**config.mk**
```make
export PLATFORM = sky130hd
export DESIGN_NAME = fifo_queue_with_search_and_update
export DESIGN_NICKNAME = d
export VERILOG_FILES = /design/src/fqsu_pkg.sv /design/src/fifo_queue_with_search_and_update.sv /design/src/fqsu_cell.sv
export VERILOG_INCLUDE_DIRS = /design/src /design/src/src
export SDC_FILE = /design/constraint.sdc
export NUM_CORES = 2
export LEC_CHECK = 0
export BUFFER_PORTS_ARGS = -buffer_cell sky130_fd_sc_hd__buf_2
export CAP_MARGIN = 5
export CORE_ASPECT_RATIO = 2
export CORE_MARGIN = 3
export CORE_UTILIZATION = 35
export DETAILED_ROUTE_END_ITERATION = 10
export PLACE_DENSITY = 0.57
export SLEW_MARGIN = 20
export SYNTH_ARGS = -nofsm -noshare
export SYNTH_HDL_FRONTEND = slang
export SYNTH_SLANG_ARGS = --single-unit
export TNS_END_PERCENT = 50
```
**constraint.sdc**
```tcl
create_clock -name clk -period 3.9 [get_ports clk]
set_input_delay 1.17 -clock clk [delete_from_list [all_inputs] [get_ports clk]]
set_output_delay 1.17 -clock clk [all_outputs]
set_load 0.1 [all_outputs]
```
**src/fifo_queue_with_search_and_update_defines.svh**
```systemverilog
// assertion macros shared by the fifo queue rtl
`ifndef FIFO_QUEUE_WITH_SEARCH_AND_UPDATE_DEFINES_SVH
`define FIFO_QUEUE_WITH_SEARCH_AND_UPDATE_DEFINES_SVH

// condition implies consequence in the same cycle
`define FQSU_ASSERT_SAME(label, clk, rst_n, ante, cons, msg) \
	label: assert property (@(posedge clk) disable iff (!rst_n) (ante) |-> (cons)) \
		else $error(msg);

// condition implies consequence in the next cycle
`define FQSU_ASSERT_NEXT(label, clk, rst_n, ante, cons, msg) \
	label: assert property (@(posedge clk) disable iff (!rst_n) (ante) |=> (cons)) \
		else $error(msg);

`endif

```
**src/fqsu_pkg.sv**
```systemverilog
// types and constants of the fifo queue with search and update
`timescale 1ns / 1ps

package fqsu_pkg;

	localparam int DATA_W = 32;
	localparam int POS_W  = 7;

	// command codes carried in the input tuser
	typedef enum logic [1:0] {
		CMD_PUSH   = 2'd0,
		CMD_POP    = 2'd1,
		CMD_MODIFY = 2'd2,
		CMD_FIND   = 2'd3
	} cmd_t;

	// result status codes carried in the output tuser
	typedef enum logic [2:0] {
		STAT_OK      = 3'd0,
		STAT_EMPTY   = 3'd1,
		STAT_FULL    = 3'd2,
		STAT_BADPOS  = 3'd3,
		STAT_NOMATCH = 3'd4
	} stat_t;

	// controller states
	typedef enum logic {
		S_IDLE = 1'b0,
		S_SCAN = 1'b1
	} state_t;

	// per-cell control from the controller
	typedef struct packed {
		logic load;     // write the incoming word
		logic shift;    // take the word of the neighbor toward the tail
		logic capture;  // register the compare against the key
	} cell_ctrl_t;

endpackage

```
**src/fifo_queue_with_search_and_update.sv**
```systemverilog
// top level of the fifo queue with search and update
//
//  channel | direction | tdata (low bit up)                  | tuser  | tlast
//  s_*     | in        | value[31:0], position[38:32], pad   | cmd    | -
//  m_*     | out       | data_out[31:0], match_position[38:32], pad | status | last
//
// for push, pop and modify the transaction is accepted and its
// result lands in the output register at the same edge.
// find compares all cells at once into registered match flags, then walks the
// match flags one cell per cycle while the output is free, up to the last match.
// a stalled output holds the walk and blocks new input; reset empties the
// queue at once, cell words keep whatever they held.
`timescale 1ns / 1ps

module fifo_queue_with_search_and_update
	import fqsu_pkg::*;
#(
	parameter int DEPTH = 16
) (
	input  logic        clk,
	input  logic        arst_n,
	input  logic        s_tvalid,
	output logic        s_tready,
	input  logic [39:0] s_tdata,   // value[31:0], position[38:32], zero pad
	input  logic [1:0]  s_tuser,   // cmd
	output logic        m_tvalid,
	input  logic        m_tready,
	output logic [39:0] m_tdata,   // data_out[31:0], match_position[38:32], zero pad
	output logic [2:0]  m_tuser,   // status
	output logic        m_tlast
);

	`include "fifo_queue_with_search_and_update_defines.svh"

	localparam int IDX_W = $clog2(DEPTH);
	localparam int CNT_W = $clog2(DEPTH + 1);

	state_t            state_q, state_nxt;
	logic [CNT_W-1:0]  count_q;
	logic [IDX_W-1:0]  scan_q;

	logic              out_valid_q;
	stat_t             out_stat_q;
	logic [DATA_W-1:0] out_data_q;
	logic [POS_W-1:0]  out_pos_q;
	logic              out_last_q;

	logic              load_out;
	stat_t             stat_nxt;
	logic [DATA_W-1:0] data_nxt;
	logic [POS_W-1:0]  pos_nxt;
	logic              last_nxt;

	cmd_t              cmd;
	logic [DATA_W-1:0] key;
	logic [POS_W-1:0]  pos;
	logic              accept;
	logic              out_free;
	logic              full;
	logic              empty;
	logic              pos_ok;
	logic [IDX_W-1:0]  push_sel;
	logic [IDX_W-1:0]  mod_sel;
	logic [DATA_W-1:0] old_data;

	cell_ctrl_t        ctrl    [DEPTH];
	logic [DATA_W-1:0] cell_data [DEPTH];
	logic [DEPTH-1:0]  match_vec;
	logic [DEPTH-1:0]  above;
	logic              cur_match;
	logic              any_match;
	logic              more;
	logic              scan_emit;
	logic              scan_done;

	// input decode
	assign cmd      = cmd_t'(s_tuser);
	assign key      = s_tdata[31:0];
	assign pos      = s_tdata[38:32];
	assign accept   = s_tvalid && s_tready;
	assign out_free = !out_valid_q || m_tready;
	assign full     = (count_q == CNT_W'(DEPTH));
	assign empty    = (count_q == '0);
	assign pos_ok   = (pos != '0) && (pos <= POS_W'(count_q));
	assign push_sel = count_q[IDX_W-1:0];
	assign mod_sel  = IDX_W'(pos - POS_W'(1));

	// old word at the modify position
	always_comb begin
		old_data = '0;
		for (int k = 0; k < DEPTH; k++) begin
			if (mod_sel == IDX_W'(k)) begin
				old_data = cell_data[k];
			end
		end
	end

	// per-cell control
	always_comb begin
		for (int k = 0; k < DEPTH; k++) begin
			ctrl[k].load = accept && (
				(cmd == CMD_PUSH && !full && push_sel == IDX_W'(k)) ||
				(cmd == CMD_MODIFY && pos_ok && mod_sel == IDX_W'(k)));
			ctrl[k].shift   = accept && (cmd == CMD_POP) && !empty;
			ctrl[k].capture = accept && (cmd == CMD_FIND);
		end
	end

	// the chain of cells, head at cell zero
	for (genvar g = 0; g < DEPTH; g++) begin : g_cell
		fqsu_cell u_cell (
			.clk       (clk),
			.arst_n    (arst_n),
			.ctrl      (ctrl[g]),
			.wdata     (key),
			.next_data ((g == DEPTH - 1) ? cell_data[g] : cell_data[(g + 1) % DEPTH]),
			.key       (key),
			.live      (CNT_W'(g) < count_q),
			.data      (cell_data[g]),
			.match     (match_vec[g])
		);
	end

	// scan of the match flags
	always_comb begin
		for (int k = 0; k < DEPTH; k++) begin
			above[k] = match_vec[k] && (IDX_W'(k) > scan_q);
		end
	end

	assign cur_match = match_vec[scan_q];
	assign any_match = |match_vec;
	assign more      = |above;
	assign scan_emit = (state_q == S_SCAN) && out_free && (!any_match || cur_match);
	assign scan_done = (state_q == S_SCAN) && out_free && (!any_match || (cur_match && !more));

	// next state
	always_comb begin
		state_nxt = state_q;
		case (state_q)
			S_IDLE: begin
				if (accept && cmd == CMD_FIND) begin
					state_nxt = S_SCAN;
				end
			end
			S_SCAN: begin
				if (scan_done) begin
					state_nxt = S_IDLE;
				end
			end
			default: state_nxt = S_IDLE;
		endcase
	end

	// outputs of the controller
	always_comb begin
		s_tready = 1'b0;
		load_out = 1'b0;
		stat_nxt = STAT_OK;
		data_nxt = '0;
		pos_nxt  = '0;
		last_nxt = 1'b1;
		case (state_q)
			S_IDLE: begin
				s_tready = out_free;
				if (accept) begin
					case (cmd)
						CMD_PUSH: begin
							load_out = 1'b1;
							stat_nxt = full ? STAT_FULL : STAT_OK;
						end
						CMD_POP: begin
							load_out = 1'b1;
							stat_nxt = empty ? STAT_EMPTY : STAT_OK;
							data_nxt = empty ? '0 : cell_data[0];
						end
						CMD_MODIFY: begin
							load_out = 1'b1;
							stat_nxt = pos_ok ? STAT_OK : STAT_BADPOS;
							data_nxt = pos_ok ? old_data : '0;
						end
						default: load_out = 1'b0;
					endcase
				end
			end
			S_SCAN: begin
				if (scan_emit) begin
					load_out = 1'b1;
					if (!any_match) begin
						stat_nxt = STAT_NOMATCH;
					end else begin
						pos_nxt  = POS_W'(scan_q) + POS_W'(1);
						last_nxt = !more;
					end
				end
			end
			default: s_tready = 1'b0;
		endcase
	end

	// control registers
	always_ff @(posedge clk or negedge arst_n) begin
		if (!arst_n) begin
			state_q     <= S_IDLE;
			count_q     <= '0;
			scan_q      <= '0;
			out_valid_q <= 1'b0;
		end else begin
			state_q <= state_nxt;
			if (accept && cmd == CMD_PUSH && !full) begin
				count_q <= count_q + CNT_W'(1);
			end else if (accept && cmd == CMD_POP && !empty) begin
				count_q <= count_q - CNT_W'(1);
			end
			if (accept && cmd == CMD_FIND) begin
				scan_q <= '0;
			end else if (state_q == S_SCAN && out_free && !scan_done) begin
				scan_q <= scan_q + IDX_W'(1);
			end
			if (load_out) begin
				out_valid_q <= 1'b1;
			end else if (m_tready) begin
				out_valid_q <= 1'b0;
			end
		end
	end

	// output register payload
	always_ff @(posedge clk) begin
		if (load_out) begin
			out_stat_q <= stat_nxt;
			out_data_q <= data_nxt;
			out_pos_q  <= pos_nxt;
			out_last_q <= last_nxt;
		end
	end

	assign m_tvalid = out_valid_q;
	assign m_tdata  = {1'b0, out_pos_q, out_data_q};
	assign m_tuser  = out_stat_q;
	assign m_tlast  = out_last_q;

	// checks
	`FQSU_ASSERT_SAME(a_count_bound, clk, arst_n, 1'b1, count_q <= CNT_W'(DEPTH),
		"entry count above depth")
	`FQSU_ASSERT_NEXT(a_push_grows, clk, arst_n, accept && cmd == CMD_PUSH && !full,
		count_q == $past(count_q) + CNT_W'(1), "push did not grow the queue")
	`FQSU_ASSERT_SAME(a_scan_blocks_input, clk, arst_n, state_q == S_SCAN, !s_tready,
		"input taken during a find scan")
	`FQSU_ASSERT_SAME(a_nomatch_form, clk, arst_n, out_valid_q && out_stat_q == STAT_NOMATCH,
		out_last_q && out_pos_q == '0, "no-match result not final or has a position")

endmodule

```
**src/fqsu_cell.sv**
```systemverilog
// one storage cell of the queue chain with its key comparator
`timescale 1ns / 1ps

module fqsu_cell
	import fqsu_pkg::*;
(
	input  logic              clk,
	input  logic              arst_n,
	input  cell_ctrl_t        ctrl,
	input  logic [DATA_W-1:0] wdata,
	input  logic [DATA_W-1:0] next_data,
	input  logic [DATA_W-1:0] key,
	input  logic              live,
	output logic [DATA_W-1:0] data,
	output logic              match
);

	logic [DATA_W-1:0] data_q;
	logic              match_q;

	// stored word: load wins, else shift from the tail-side neighbor
	always_ff @(posedge clk) begin
		if (ctrl.load) begin
			data_q <= wdata;
		end else if (ctrl.shift) begin
			data_q <= next_data;
		end
	end

	// match flag for the find scan
	always_ff @(posedge clk or negedge arst_n) begin
		if (!arst_n) begin
			match_q <= 1'b0;
		end else if (ctrl.capture) begin
			match_q <= live && (data_q == key);
		end
	end

	assign data  = data_q;
	assign match = match_q;

endmodule

```
==> impl_metrics.xml <==
<?xml version="1.0" encoding="UTF-8"?>
<metrics>
  <group name="routing">
    <metric name="detail_route.vias_per_cell" unit="">6.365</metric>
    <metric name="detail_route.drc_violations" unit="">0</metric>
    <metric name="detail-route-antenna-nets" unit="">0</metric>
    <metric name="via_count_of_the_routed_design" unit="">29790</metric>
    <metric name="dr.pass1.iters" unit="">6</metric>
    <metric name="drt-initial-drc-count" unit="">3716</metric>
    <metric name="postRouteWirelength" unit="mm">191.4</metric>
    <metric name="average_routed_wire_per_standard_cell" unit="um">40.89</metric>
  </group>
  <group name="timing">
    <metric name="hold_viol" unit="">0</metric>
    <metric name="final_min_period_over_clock_period" unit="%">90.16</metric>
    <metric name="final_setup_viols" unit="">0</metric>
    <metric name="maxSlewViolCount" unit="">0</metric>
    <metric name="finalCriticalPeriod" unit="ns">3.516</metric>
    <metric name="unrepaired_setup_endpoints_after_global_routing" unit="">false</metric>
    <metric name="maxClockFrequency" unit="MHz">284.4</metric>
    <metric name="slew_headroom" unit="%">7.094</metric>
    <metric name="worstMarginPinSlew" unit="ns">1.389</metric>
    <metric name="worst_clock_skew" unit="ns">0.02776</metric>
  </group>
  <group name="grt">
    <metric name="grt_pass1_vias" unit="">29140</metric>
    <metric name="grt.busiest_layer" unit="">met2</metric>
    <metric name="grt_remaining_overflow" unit="">0</metric>
    <metric name="grt_start_max_net_pins" unit="">47</metric>
    <metric name="grt_usage" unit="%">35.24</metric>
    <metric name="grt_antenna_before_repair" unit="">28</metric>
    <metric name="grt_first_pass_wirelength" unit="mm">257.2</metric>
    <metric name="gr-usage-met3" unit="%">9.178</metric>
    <metric name="grt.met2_usage" unit="%">58.01</metric>
    <metric name="met1_usage" unit="%">34.37</metric>
  </group>
  <group name="die">
    <metric name="rows" unit="">166</metric>
    <metric name="floorplan.die.width" unit="um">234.3</metric>
    <metric name="die_h" unit="um">462.5</metric>
    <metric name="floorplan.initialDensity" unit="%">35.48</metric>
    <metric name="floorplan.core_area" unit="mm2">0.1028</metric>
    <metric name="top_level_ports" unit="">92</metric>
    <metric name="die_area" unit="mm2">0.1084</metric>
  </group>
  <group name="cells_and_area">
    <metric name="fillerInstances" unit="">9758</metric>
    <metric name="final_layout_size_suffix_gt1_share" unit="%">30.27</metric>
    <metric name="finish.utilization" unit="%">41.43</metric>
    <metric name="fin_nets" unit="">3348</metric>
    <metric name="final_design_area_no_fill" unit="mm2">0.04260</metric>
    <metric name="area_growth_syn_to_layout" unit="%">16.78</metric>
  </group>
  <group name="pwr">
    <metric name="power_report.internal_total" unit="W">0.01149</metric>
    <metric name="swShare" unit="%">34.74</metric>
    <metric name="share_seq_of_total_power" unit="%">44.3</metric>
    <metric name="power-per-cell-area" unit="mW/mm2">413.3</metric>
    <metric name="overall_power" unit="W">0.01761</metric>
    <metric name="p_clk_share" unit="%">31.3</metric>
    <metric name="power.net_switching" unit="W">0.006116</metric>
    <metric name="ir_drop" unit="mV">0.3507</metric>
    <metric name="leakage" unit="nW">14.73</metric>
    <metric name="comb_power_share" unit="%">24.3</metric>
  </group>
  <group name="clock_tree">
    <metric name="clk_pin_slew_worst_paths" unit="ns">0.08</metric>
    <metric name="post_cts.repair.setup_buffers" unit="">0</metric>
    <metric name="cts_tree" unit="">built</metric>
    <metric name="cts_repair_resize_count" unit="">0</metric>
    <metric name="clock_sink_count" unit="">580</metric>
    <metric name="clock_insertion_delay_worst_skew" unit="ns">0.68</metric>
    <metric name="number_of_h_tree_levels" unit="">2</metric>
    <metric name="post_cts_hold_buffer_count" unit="">0</metric>
    <metric name="cts.root.buffer_cell" unit="">sky130_fd_sc_hd__clkbuf_16</metric>
    <metric name="cts_buffers" unit="">53</metric>
    <metric name="cts_buffer_depth" unit="">3</metric>
  </group>
  <group name="synthesis">
    <metric name="post-synth-top-area-fraction" unit="%">45.53</metric>
    <metric name="synth.largest_area_cell" unit="">sky130_fd_sc_hd__edfxtp_1</metric>
    <metric name="synth-warning-count" unit="">0</metric>
    <metric name="synth_area_leaders" unit="">sky130_fd_sc_hd__edfxtp_1 46%, sky130_fd_sc_hd__mux2_2 13%, sky130_fd_sc_hd__xor2_1 6.5%</metric>
    <metric name="postSynth.topFlopCell" unit="">sky130_fd_sc_hd__edfxtp_1</metric>
    <metric name="post-synth-top-count-cell" unit="">sky130_fd_sc_hd__edfxtp_1</metric>
    <metric name="synth_top_cells_by_count" unit="">553 x sky130_fd_sc_hd__edfxtp_1, 409 x sky130_fd_sc_hd__mux2_2, 271 x sky130_fd_sc_hd__xor2_1</metric>
    <metric name="ys_seq_area_share" unit="%">47.38</metric>
    <metric name="synth.avg_cell_area" unit="um2">11.84</metric>
    <metric name="postSynthCellCount" unit="">3081</metric>
    <metric name="synth.cell_area" unit="mm2">0.03648</metric>
    <metric name="yosysUniqueCellTypes" unit="">85</metric>
    <metric name="flip_flop_and_latch_count_after_synthesis" unit="">580</metric>
    <metric name="synth_enable_flop_cells" unit="">553</metric>
    <metric name="synthArstFlopShare" unit="%">4.655</metric>
  </group>
  <group name="worst_hold_path">
    <metric name="hold_class" unit="">reg -&gt; reg</metric>
  </group>
  <group name="place">
    <metric name="globalplace.congestion" unit="">1.046</metric>
    <metric name="dpl-instance-area" unit="mm2">0.04082</metric>
    <metric name="portBuffers" unit="">87</metric>
    <metric name="detailed_place_hpwl" unit="mm">145.2</metric>
  </group>
  <group name="critical_path">
    <metric name="critical_path.cell_chain" unit="">buf_4, buf_12, nor2b_4, a22oi_1, o211ai_1, a21oi_1, o21ai_0, buf_4, a32o_1</metric>
    <metric name="path_class" unit="">in -&gt; reg</metric>
    <metric name="worst-endpoint-arrival" unit="ns">4.05</metric>
    <metric name="worstPathRequired" unit="ns">4.43</metric>
    <metric name="crit_path_max_incr_delay" unit="ns">0.77</metric>
    <metric name="setup.worst_path.start_class" unit="">primary input</metric>
    <metric name="worst-path-max-fanout" unit="">44</metric>
    <metric name="critical-path-top-cell-by-count" unit="">sky130_fd_sc_hd__buf_4</metric>
    <metric name="critical_path.slowest_cell" unit="">sky130_fd_sc_hd__nor2b_4</metric>
    <metric name="cp-end-kind" unit="">flop</metric>
  </group>
  <group name="flow_run">
    <metric name="max_cap_viol_count" unit="">0</metric>
  </group>
  <group name="run_status">
    <metric name="outcome" unit="">finished, final reports clean</metric>
  </group>
</metrics>
[power groups by stage]
stage / Clock (W) / Sequential, W / Combinational (W)
floorplan: 0 / 0.00801 / 0.00200
global placement: 0 / 0.00791 / 0.00406
CTS: 0.00551 / 0.00777 / 0.00410
detailed placement: 0 / 0.00791 / 0.00409
global route: 0.00570 / 0.00782 / 0.00439
finish: 0.00551 / 0.00781 / 0.00428
[metrics by stage]
step	hold slack, ns	setup WS, ns	std cells	TNS (ns)
2_1_floorplan	0.4804	-0.09163	3083	-21.03
3_3_place_gp	0.5119	-0.1305	4572	-0.2461
3_5_place_dp	0.5278	-0.1318	4572	-0.5744
4_1_cts	0.5472	0.5624	4660	0
5_1_grt	0.5794	0.3990	4662	0
6_report	0.5427	0.3839	4680	0
[worst max-delay path, delay by kind of cell]
| family | cells | cell delay [ns] |
|---|---|---|
| simple gates | 1 | 0.77 |
| compound gates | 5 | 1.39 |
| buf+inv | 3 | 0.65 |
[worst paths after layout]
| check | start | end | slack (ns) | depth (start not counted) |
|---|---|---|---|---|
| min in group asynchronous | arst_n | g_cell[1].u_cell.match | 0.57 | 1 |
| hold / removal | g_cell[12].u_cell.match | g_cell[12].u_cell.match | 0.54 | 2 |
| setup / recovery | s_tdata[34] | out_data_q[19] | 0.38 | 9 |
| setup reg to reg | count_q[1] | g_cell[2].u_cell.data[29] | 0.55 | 9 |
| max in group asynchronous | arst_n | scan_q[2] | 2.80 | 1 |
| hold reg to reg | g_cell[12].u_cell.match | g_cell[12].u_cell.match | 0.54 | 2 |
[cell families (layout without fill, tap and decap cells)]
| logic type | after synthesis | in the layout | share of synthesized area, % |
|---|---|---|---|
| other cells | 1 | 22 | 0.01028 |
| mux | 553 | 553 | 17.04 |
| fa+ha+maj | 19 | 19 | 0.6449 |
| compound gates | 524 | 524 | 10.09 |
| simple gates | 567 | 567 | 8.143 |
| flops | 580 | 580 | 47.38 |
| xor+xnor | 514 | 514 | 12.34 |
| buf+inv | 323 | 557 | 4.349 |
[registers in the layout, indices dropped and copies added, names as in the netlist, 3 cells and up]
| signal | cells |
|---|---|
| m_tuser | 3 |
| out_data_q | 32 |
| count_q | 5 |
| out_pos_q | 5 |
| g_cell.u_cell.match | 16 |
| scan_q | 4 |
| g_cell.u_cell.data | 512 |
[metal layers]
metal  vias up  routed length (um)
met5         -                  73
met4        12               26470
met3       826               15100
met2      2103               91900
met1     14830               57840
li1      12020                   -
[cells in the final DEF (no fill, tap or decap), types with 94 or more instances in the layout]
cell type,count
sky130_fd_sc_hd__xor2_1,269
sky130_fd_sc_hd__xnor2_1,241
sky130_fd_sc_hd__o21ai_0,114
sky130_fd_sc_hd__edfxtp_1,553
sky130_fd_sc_hd__mux2_2,409
sky130_fd_sc_hd__mux2_1,96
sky130_fd_sc_hd__buf_4,296
sky130_fd_sc_hd__nor2_1,105
sky130_fd_sc_hd__a21oi_1,94
sky130_fd_sc_hd__nand2_1,104
[layout make-up]
cell class                 count  area, um2  share of cell area, %
clock inverter                30      305.3                 0.7167
multi-input combinational   2180      17850                  41.91
timing repair buffer         447       3979                  9.341
tap                         1344       1682                  3.948
antenna                       19      47.55                 0.1116
clock buffer                  58       1366                  3.208
inverter                      22      82.58                 0.1939
sequential                   580      17280                  40.57
(Power assumes the default switching activity.)
